<file path="config.mk">
export PLATFORM = sky130hd
export DESIGN_NAME = integer_to_radix_digits_top
export DESIGN_NICKNAME = d
export VERILOG_FILES = /design/src/rtl/itrd_pkg.sv /design/src/rtl/itrd_ram.sv /design/src/rtl/itrd_div.sv /design/src/rtl/integer_to_radix_digits_top.sv
export SDC_FILE = /design/constraint.sdc
export NUM_CORES = 1
export LEC_CHECK = 0
export BUFFER_PORTS_ARGS = -buffer_cell sky130_fd_sc_hd__buf_4
export CAP_MARGIN = 15
export CORE_ASPECT_RATIO = 1.25
export CORE_UTILIZATION = 45
export CTS_CLUSTER_DIAMETER = 150
export DETAILED_ROUTE_END_ITERATION = 16
export PLACE_DENSITY = 0.72
export SYNTH_ARGS = -nofsm -noshare
export SYNTH_HDL_FRONTEND = slang
export SYNTH_SLANG_ARGS = --single-unit
</file>
<file path="constraint.sdc">
create_clock -name clk -period 3.5 [get_ports clk]
set_input_delay 0.175 -clock clk [delete_from_list [all_inputs] [get_ports clk]]
set_output_delay 0.175 -clock clk [all_outputs]
set_load 0.005 [all_outputs]
</file>
<file path="src/rtl/itrd_pkg.sv">
`default_nettype none

package itrd_pkg;

    localparam int VALUE_WIDTH_DEF = 31;
    localparam int MAX_DIGITS_DEF  = 32;

    localparam int RADIX_W = 6;
    localparam int DIGIT_W = 6;
    localparam int CHAR_W  = 7;

    localparam logic [RADIX_W-1:0] RADIX_RESET = 6'd10;
    localparam logic [RADIX_W-1:0] RADIX_MIN   = 6'd2;
    localparam logic [RADIX_W-1:0] RADIX_MAX   = 6'd36;
    localparam logic [DIGIT_W-1:0] DIGIT_TOP   = 6'd35;
    localparam logic [DIGIT_W-1:0] DIGIT_TEN   = 6'd10;
    localparam logic [CHAR_W-1:0]  CHAR_ZERO   = 7'd48;
    localparam logic [CHAR_W-1:0]  CHAR_ALPHA  = 7'd55;  // 'A' - 10

    typedef enum logic [1:0] {
        ST_IDLE,
        ST_DIV,
        ST_RD,
        ST_LOAD
    } itrd_state_t;

    // divider status seen by the sequencer
    typedef struct packed {
        logic done;
        logic quo_zero;
    } itrd_div_sts_t;

    // clamp radix to 2..36
    function automatic logic [RADIX_W-1:0] eff_radix(input logic [RADIX_W-1:0] r);
        logic [RADIX_W-1:0] v;
        begin
            v = r;
            if (v < RADIX_MIN) begin
                v = RADIX_MIN;
            end
            if (v > RADIX_MAX) begin
                v = RADIX_MAX;
            end
            return v;
        end
    endfunction

    // digit value to ASCII, 0-9 then A-Z
    function automatic logic [CHAR_W-1:0] digit_char(input logic [DIGIT_W-1:0] d);
        logic [DIGIT_W-1:0] v;
        begin
            v = (d > DIGIT_TOP) ? DIGIT_TOP : d;
            if (v < DIGIT_TEN) begin
                return CHAR_ZERO + {1'b0, v};
            end
            return CHAR_ALPHA + {1'b0, v};
        end
    endfunction

endpackage

`default_nettype wire

</file>
<file path="src/rtl/itrd_ram.sv">
`default_nettype none

module itrd_ram #(
    parameter int WIDTH = 6,
    parameter int DEPTH = 32
) (
    input  wire logic                     clk,
    input  wire logic                     we,
    input  wire logic [$clog2(DEPTH)-1:0] waddr,
    input  wire logic [WIDTH-1:0]         wdata,
    input  wire logic [$clog2(DEPTH)-1:0] raddr,
    output logic      [WIDTH-1:0]         rdata
);

    logic [WIDTH-1:0] mem [DEPTH];
    logic [WIDTH-1:0] rdata_reg;

    always_ff @(posedge clk)
    begin
        if (we)
        begin
            mem[waddr] <= wdata;
        end
        rdata_reg <= mem[raddr];
    end

    assign rdata = rdata_reg;

endmodule

`default_nettype wire

</file>
<file path="src/rtl/itrd_div.sv">
`default_nettype none

// Restoring divider, one quotient bit per cycle, small divisor.
module itrd_div #(
    parameter int VALUE_WIDTH = itrd_pkg::VALUE_WIDTH_DEF
) (
    input  wire logic                          clk,
    input  wire logic                          rst_n,
    input  wire logic                          start,
    input  wire logic [VALUE_WIDTH-1:0]        dividend,
    input  wire logic [itrd_pkg::RADIX_W-1:0]  divisor,
    output logic      [VALUE_WIDTH-1:0]        quotient,
    output logic      [itrd_pkg::DIGIT_W-1:0]  remainder,
    output itrd_pkg::itrd_div_sts_t            sts
);

    localparam int STEP_W = $clog2(VALUE_WIDTH);

    logic                         busy_reg, busy_next;
    logic                         done_reg, done_next;
    logic [STEP_W-1:0]            step_reg, step_next;
    logic [VALUE_WIDTH-1:0]       quo_reg, quo_next;
    logic [itrd_pkg::DIGIT_W-1:0] rem_reg, rem_next;
    logic [itrd_pkg::DIGIT_W:0]   trial;
    logic [itrd_pkg::DIGIT_W:0]   diff;
    logic                         fits;

    always_comb
    begin
        trial     = {rem_reg, quo_reg[VALUE_WIDTH-1]};
        diff      = trial - {1'b0, divisor};
        fits      = trial >= {1'b0, divisor};
        busy_next = busy_reg;
        done_next = 1'b0;
        step_next = step_reg;
        quo_next  = quo_reg;
        rem_next  = rem_reg;
        if (start)
        begin
            busy_next = 1'b1;
            step_next = STEP_W'(VALUE_WIDTH - 1);
            quo_next  = dividend;
            rem_next  = '0;
        end
        else if (busy_reg)
        begin
            quo_next  = {quo_reg[VALUE_WIDTH-2:0], fits};
            rem_next  = fits ? diff[itrd_pkg::DIGIT_W-1:0] : trial[itrd_pkg::DIGIT_W-1:0];
            step_next = step_reg - STEP_W'(1);
            if (step_reg == '0)
            begin
                busy_next = 1'b0;
                done_next = 1'b1;
            end
        end
    end

    always_ff @(posedge clk or negedge rst_n)
    begin
        if (!rst_n)
        begin
            busy_reg <= 1'b0;
            done_reg <= 1'b0;
            step_reg <= '0;
        end
        else
        begin
            busy_reg <= busy_next;
            done_reg <= done_next;
            step_reg <= step_next;
        end
    end

    always_ff @(posedge clk)
    begin
        quo_reg <= quo_next;
        rem_reg <= rem_next;
    end

    assign quotient     = quo_reg;
    assign remainder    = rem_reg;
    assign sts.done     = done_reg;
    assign sts.quo_zero = (quo_reg == '0);

endmodule

`default_nettype wire

</file>
<file path="src/rtl/integer_to_radix_digits_top.sv">
`default_nettype none

// Integer to ASCII digit string converter, radix 2 to 36.
//
// Input channel (in_valid/in_ready, number): one non-negative value per item.
// Output channel (out_valid/out_ready, char_code, is_last): one ASCII digit
// per item, most significant first; is_last marks the final digit. Zero
// gives the single digit '0'.
// Config: cfg_wen/cfg_wdata writes the radix register (reset 10). Values
// 0 and 1 act as 2, values above 36 act as 36. Write only while idle.
//
// Conversion: a value needing D digits is divided D times by a bit-serial
// restoring divider, then each digit is read back from the digit RAM
// through the ST_RD and ST_LOAD states. D is at most 10 in radix 10
// and 31 in radix 2 at the default width.
// in_ready is low for the whole conversion.
// The output register lets a new item be accepted while the last digit
// waits; a stalled receiver holds the digit readout, nothing is dropped.
// Reset clears the sequencer, output valid and sets the radix to 10.
module integer_to_radix_digits_top #(
    parameter int VALUE_WIDTH = itrd_pkg::VALUE_WIDTH_DEF,
    parameter int MAX_DIGITS  = itrd_pkg::MAX_DIGITS_DEF
) (
    input  wire logic                            clk,
    input  wire logic                            rst_n,
    input  wire logic                            cfg_wen,
    input  wire logic [itrd_pkg::RADIX_W-1:0]    cfg_wdata,
    input  wire logic                            in_valid,
    output logic                                 in_ready,
    input  wire logic [VALUE_WIDTH-1:0]          number,
    output logic                                 out_valid,
    input  wire logic                            out_ready,
    output logic      [itrd_pkg::CHAR_W-1:0]     char_code,
    output logic                                 is_last
);

    localparam int IDX_W = $clog2(MAX_DIGITS);
    localparam int CNT_W = $clog2(MAX_DIGITS + 1);

    itrd_pkg::itrd_state_t state_reg, state_next;

    logic [itrd_pkg::RADIX_W-1:0] radix_reg;
    logic [itrd_pkg::RADIX_W-1:0] radix_eff;
    logic [CNT_W-1:0]             digit_count_reg, digit_count_next;
    logic [CNT_W-1:0]             count_inc;
    logic [CNT_W-1:0]             count_dec;
    logic [IDX_W-1:0]             idx_reg, idx_next;

    logic                         out_valid_reg, out_valid_next;
    logic [itrd_pkg::CHAR_W-1:0]  char_reg, char_next;
    logic                         last_reg, last_next;

    logic                         div_start;
    logic [VALUE_WIDTH-1:0]       div_dividend;
    logic [VALUE_WIDTH-1:0]       div_quotient;
    logic [itrd_pkg::DIGIT_W-1:0] div_remainder;
    itrd_pkg::itrd_div_sts_t      div_sts;

    logic                         ram_we;
    logic [itrd_pkg::DIGIT_W-1:0] ram_rdata;

    assign radix_eff = itrd_pkg::eff_radix(radix_reg);

    itrd_div #(
        .VALUE_WIDTH(VALUE_WIDTH)
    ) u_div (
        .clk       (clk),
        .rst_n     (rst_n),
        .start     (div_start),
        .dividend  (div_dividend),
        .divisor   (radix_eff),
        .quotient  (div_quotient),
        .remainder (div_remainder),
        .sts       (div_sts)
    );

    // remainders, least significant digit at address 0
    itrd_ram #(
        .WIDTH(itrd_pkg::DIGIT_W),
        .DEPTH(MAX_DIGITS)
    ) u_ram (
        .clk   (clk),
        .we    (ram_we),
        .waddr (digit_count_reg[IDX_W-1:0]),
        .wdata (div_remainder),
        .raddr (idx_reg),
        .rdata (ram_rdata)
    );

    always_comb
    begin
        state_next       = state_reg;
        digit_count_next = digit_count_reg;
        idx_next         = idx_reg;
        div_start        = 1'b0;
        div_dividend     = number;
        ram_we           = 1'b0;
        count_inc        = digit_count_reg;
        count_dec        = '0;
        out_valid_next   = out_valid_reg && !out_ready;
        char_next        = char_reg;
        last_next        = last_reg;

        unique case (state_reg)
            itrd_pkg::ST_IDLE:
            begin
                if (in_valid)
                begin
                    div_start        = 1'b1;
                    digit_count_next = '0;
                    state_next       = itrd_pkg::ST_DIV;
                end
            end
            itrd_pkg::ST_DIV:
            begin
                if (div_sts.done)
                begin
                    // digits beyond the store are dropped, division goes on
                    if (digit_count_reg < CNT_W'(MAX_DIGITS))
                    begin
                        ram_we    = 1'b1;
                        count_inc = digit_count_reg + CNT_W'(1);
                    end
                    digit_count_next = count_inc;
                    if (div_sts.quo_zero)
                    begin
                        count_dec  = count_inc - CNT_W'(1);
                        idx_next   = count_dec[IDX_W-1:0];
                        state_next = itrd_pkg::ST_RD;
                    end
                    else
                    begin
                        div_start    = 1'b1;
                        div_dividend = div_quotient;
                    end
                end
            end
            itrd_pkg::ST_RD:
            begin
                state_next = itrd_pkg::ST_LOAD;
            end
            itrd_pkg::ST_LOAD:
            begin
                if (!out_valid_reg || out_ready)
                begin
                    out_valid_next = 1'b1;
                    char_next      = itrd_pkg::digit_char(ram_rdata);
                    last_next      = (idx_reg == '0);
                    if (idx_reg == '0)
                    begin
                        state_next = itrd_pkg::ST_IDLE;
                    end
                    else
                    begin
                        idx_next   = idx_reg - IDX_W'(1);
                        state_next = itrd_pkg::ST_RD;
                    end
                end
            end
            default:
            begin
                state_next = itrd_pkg::ST_IDLE;
            end
        endcase
    end

    always_ff @(posedge clk or negedge rst_n)
    begin
        if (!rst_n)
        begin
            state_reg       <= itrd_pkg::ST_IDLE;
            radix_reg       <= itrd_pkg::RADIX_RESET;
            digit_count_reg <= '0;
            idx_reg         <= '0;
            out_valid_reg   <= 1'b0;
        end
        else
        begin
            state_reg       <= state_next;
            digit_count_reg <= digit_count_next;
            idx_reg         <= idx_next;
            out_valid_reg   <= out_valid_next;
            if (cfg_wen)
            begin
                radix_reg <= cfg_wdata;
            end
        end
    end

    always_ff @(posedge clk)
    begin
        char_reg <= char_next;
        last_reg <= last_next;
    end

    assign in_ready  = (state_reg == itrd_pkg::ST_IDLE);
    assign out_valid = out_valid_reg;
    assign char_code = char_reg;
    assign is_last   = last_reg;

endmodule

`default_nettype wire

</file>
==> metrics.md <==
| Metric | Value |
|---|---|
| Status | finished clean |
| Final WL | 23000 um |
| Die width | between 100 and 150 um |
| Drt via density | 5.52 |
| Critical path endpoint category | flop |
| Diodes inserted | 0 |
| HPWL Detailed | 14900 um |
| RSZ-0062 raised after global routing | false |
| Max-Cap Viols | 0 |
| YS warnings | 0 |
| Final Cell Area | 13500 um^2 |
| CP Launch Type | flop |
| Final max-slew violation count | 0 |
| First-pass GRT wire length | 35700 um |
| DR pass1 iterations | 5 |
| Combinational power share | 18.7% |
| R2r endpoint | u_div.remainder[5] |
| Clk_lat worst skew | 0.53 ns |
| CP top delay family | simple AND/OR/NAND/NOR gates |
| GP Congestion | 0.820 |
| Cell variety after synth | 52 |
| Max reg flops | 192 |
| Pwr Density | 647 nW/um^2 |
| Hold-fix buffers, CTS | 47 |
| Clk slew on worst S/H paths | around 0.06 ns |
| Main synth FF type | edfxtp_1 |
| Tot Pwr | 8.70 mW |
| Tightest Pin Transition | 1.03 ns |
| CP bufs+invs | 0 |
| Clk_skew | 0.0210 ns |
| Switch share | 26.4% |
| GRT met1 Usage | 22.3% |
| P_int | roughly 6.4 mW |
| Setup violators final | 0 |
| Leakage power | 4.51 nW |
| Site Rows | 64 |
| Crit-path max FO | 4 |
| Critical path class | flop to flop |
| Crit path required time | 3.88 ns |
| CTS Buffer Depth | 3 |
| Synthesized instance count | 661 |
| Sequential share of the synthesized area | 69.0% |
| Critical R2R Launch | radix_reg[4] |
| DRT iter0 DRCs | 436 |
| ANT nets after route | 0 |
| Area post-placement | approximately 12000 um^2 |
| GRT Overall Usage | a little under a fifth |
| Synth Register Bits | between 200 and 300 |
| Cell depth of the worst flop-to-flop path | 12 |
| Fraction of registers with async set/reset | between 10% and 20% |
| Initial antenna violation count | 0 |
| Crit path cell chain | or2_2, nor2_1, nand2_1, nand2_1, o21ai_0, ha_1, nor2b_1, o211ai_1, a31oi_1, or3_1, a31oi_1, a211oi_1 |
| Critical Path Stages | 12 |
| Most frequent cells in the layout | 231 x edfxtp_1, 63 x buf_4, 60 x mux4_2 |
| Residual DRC | 0 |
| Hold Vio Cnt, Final | 0 |
| Max-slew headroom at the worst pin | 30.9% |
| Largest reg by FF count | u_ram.mem |
| Clock network fraction of total power | 30.2% |
| P_sw | about 2.3 mW |
| Slowest stage delay, CP | 0.39 ns |
| Vias in the first global route | 6440 |
| Wirelength per Cell | between 20 and 25 um |
| Core area | approximately 25000 um^2 |
| Number of synthesized flops with an enable pin | approximately 230 |
| Vias | around 6200 |
| Synth Cell Area | 11400 um^2 |
| R2r setup slk | 0.76 ns |
| Post-CTS Resized | 0 |
| Most common cell after layout, fill and taps aside | edfxtp_1 |
| # nets final | roughly 830 |
| Postcts setup bufs | 0 |
| GRT met2 Usage | between 30% and 40% |
| Busiest grt layer | met2 |
| Worst VDD drop | 0.000422 V |
| Full die area | 26000 um^2 |
| GR Layer Usage met3 | 2.21% |
| CTS Root Cell | clkbuf_16 |
| Crit path to | u_div.remainder[5] |
| Achievable Freq | 365 MHz |
| P&R area growth vs syn | 18.1% |
| Die extent in y | 180 um |
| Hold Path Class | input port to async pin |
| Share of layout cells above drive strength 1 | between 20 and 30% |
| CTS tree | yes |
| Crit path max-delay cell type | dfrtp_1 |
| Sequential power share | 51.1% |
| Setup tns final | 0 ns |
| CTS buffer count | 26 |
| Total grt overflow | 0 |
| # IOs | 52 |
| Mapped Nets | 718 |
| PortBufs | 51 |
| Post-Synthesis Mean Instance Area | 17.2 um^2 |
| Clk sinks | 270 |
| Tmin final | 2.74 ns |
| Final worst-path cycle share | 78.3% |
| Starting density of the core | a little under half |
| Worst path arrival time | between 3 and 4 ns |
| H-tree depth | 1 |
| Largest net degree at the start of global routing | 46 |
| Crit path from | radix_reg[4] |
power by group through the flow:
stage | Sequential [mW] | Combinational, mW | Clock [mW]
after floorplan | 4.59 | 0.905 | 0
after global placement | 4.48 | 1.47 | 0
after detailed placement | 4.51 | 1.57 | 0
after CTS | 4.45 | 1.62 | 2.67
after global routing | 4.49 | 1.80 | 2.80
final | 4.45 | 1.62 | 2.63
cells by family after synthesis:
| logic type | Yosys count | synth area share (%) |
|---|---|---|
| AND/OR/NAND/NOR | 140 | 5.69 |
| AO/OA/AOI/OAI | 68 | 4.04 |
| XOR/XNOR | 14 | 1.08 |
| multiplexers | 109 | 16.7 |
| buffers and inverters | 45 | 1.87 |
| adder cells (fa/ha/maj) | 15 | 1.71 |
| flip-flops | 270 | 69.0 |
through the flow:
step / hold slack [ns] / util, % / setup WS, ns / instances
after global placement: 0.111 / 49.3 / 0.850 / 1024
final: 0.126 / 54.6 / 0.760 / 1120
after CTS: 0.0954 / 54.5 / 0.695 / 1119
after floorplan: -0.121 / - / 0.928 / 661
after detailed placement: 0.119 / 49.3 / 0.709 / 1024
after global routing: 0.142 / 54.6 / 0.519 / 1120
worst reg2reg max path, cell delays in order, from the launching register on:
cell and delay [ns]:
dfrtp_1 0.39, or2_2 0.31, nor2_1 0.21, nand2_1 0.08
nand2_1 0.07, o21ai_0 0.15, ha_1 0.33, nor2b_1 0.15
o211ai_1 0.22, a31oi_1 0.13, or3_1 0.31, a31oi_1 0.16
a211oi_1 0.08
Yosys cell counts (2+ instances only):
library cell	instances	area [um^2]
mux4_2	60	1350
nand3_1	8	40.0
a211o_1	2	17.5
o31a_1	2	17.5
edfxtp_1	231	6940
nand3b_1	4	30.0
nand4_1	2	12.5
nor2_1	57	214
dfstp_2	2	52.6
mux2_2	44	495
dfrtp_1	25	626
a31oi_1	7	43.8
nor3_1	4	20.0
nor2b_1	5	31.3
o31ai_1	2	15.0
ha_1	14	175
buf_6	5	56.3
nor4_1	7	43.8
a21o_1	3	22.5
o211ai_1	3	22.5
a211oi_1	5	37.5
o21bai_1	2	15.0
o21ai_0	19	95.1
xnor2_1	9	78.8
clkbuf_1	21	78.8
a22o_1	4	35.0
buf_2	5	25.0
nand2b_1	13	81.3
inv_1	13	48.8
xor2_1	5	43.8
o21a_1	2	15.0
nand2_1	33	124
dfxtp_1	12	240
a21oi_1	9	45.0
mux2i_1	5	50.1
final cells by class:
cell class	count	area, um^2
Clock buffer	34	702
Inverter	13	48.8
Tap cell	330	413
Sequential cell	270	7860
Multi-Input combinational cell	346	3330
Timing Repair Buffer	113	1000
Fill cell	1947	11200
Clock inverter	14	97.6
worst min path at each step:
stage | startpoint | end | slack [ns] | cells after the start
final | rst_n | u_div.step_reg[0] | 0.13 | 2
after detailed placement | rst_n | radix_reg[5] | 0.12 | 1
after global placement | rst_n | radix_reg[0] | 0.11 | 1
after global routing | rst_n | u_div.step_reg[0] | 0.14 | 2
after floorplan | rst_n | digit_count_reg[0] | -0.12 | 0
after CTS | rst_n | u_div.step_reg[0] | 0.1 | 2
layer usage:
metal,share of wire (%),vias up
met5,0,-
met4,2.4,0
met3,3.8,28
met2,55,167
met1,39,3174
li1,-,2814
Power figures use the tool's default switching activity.
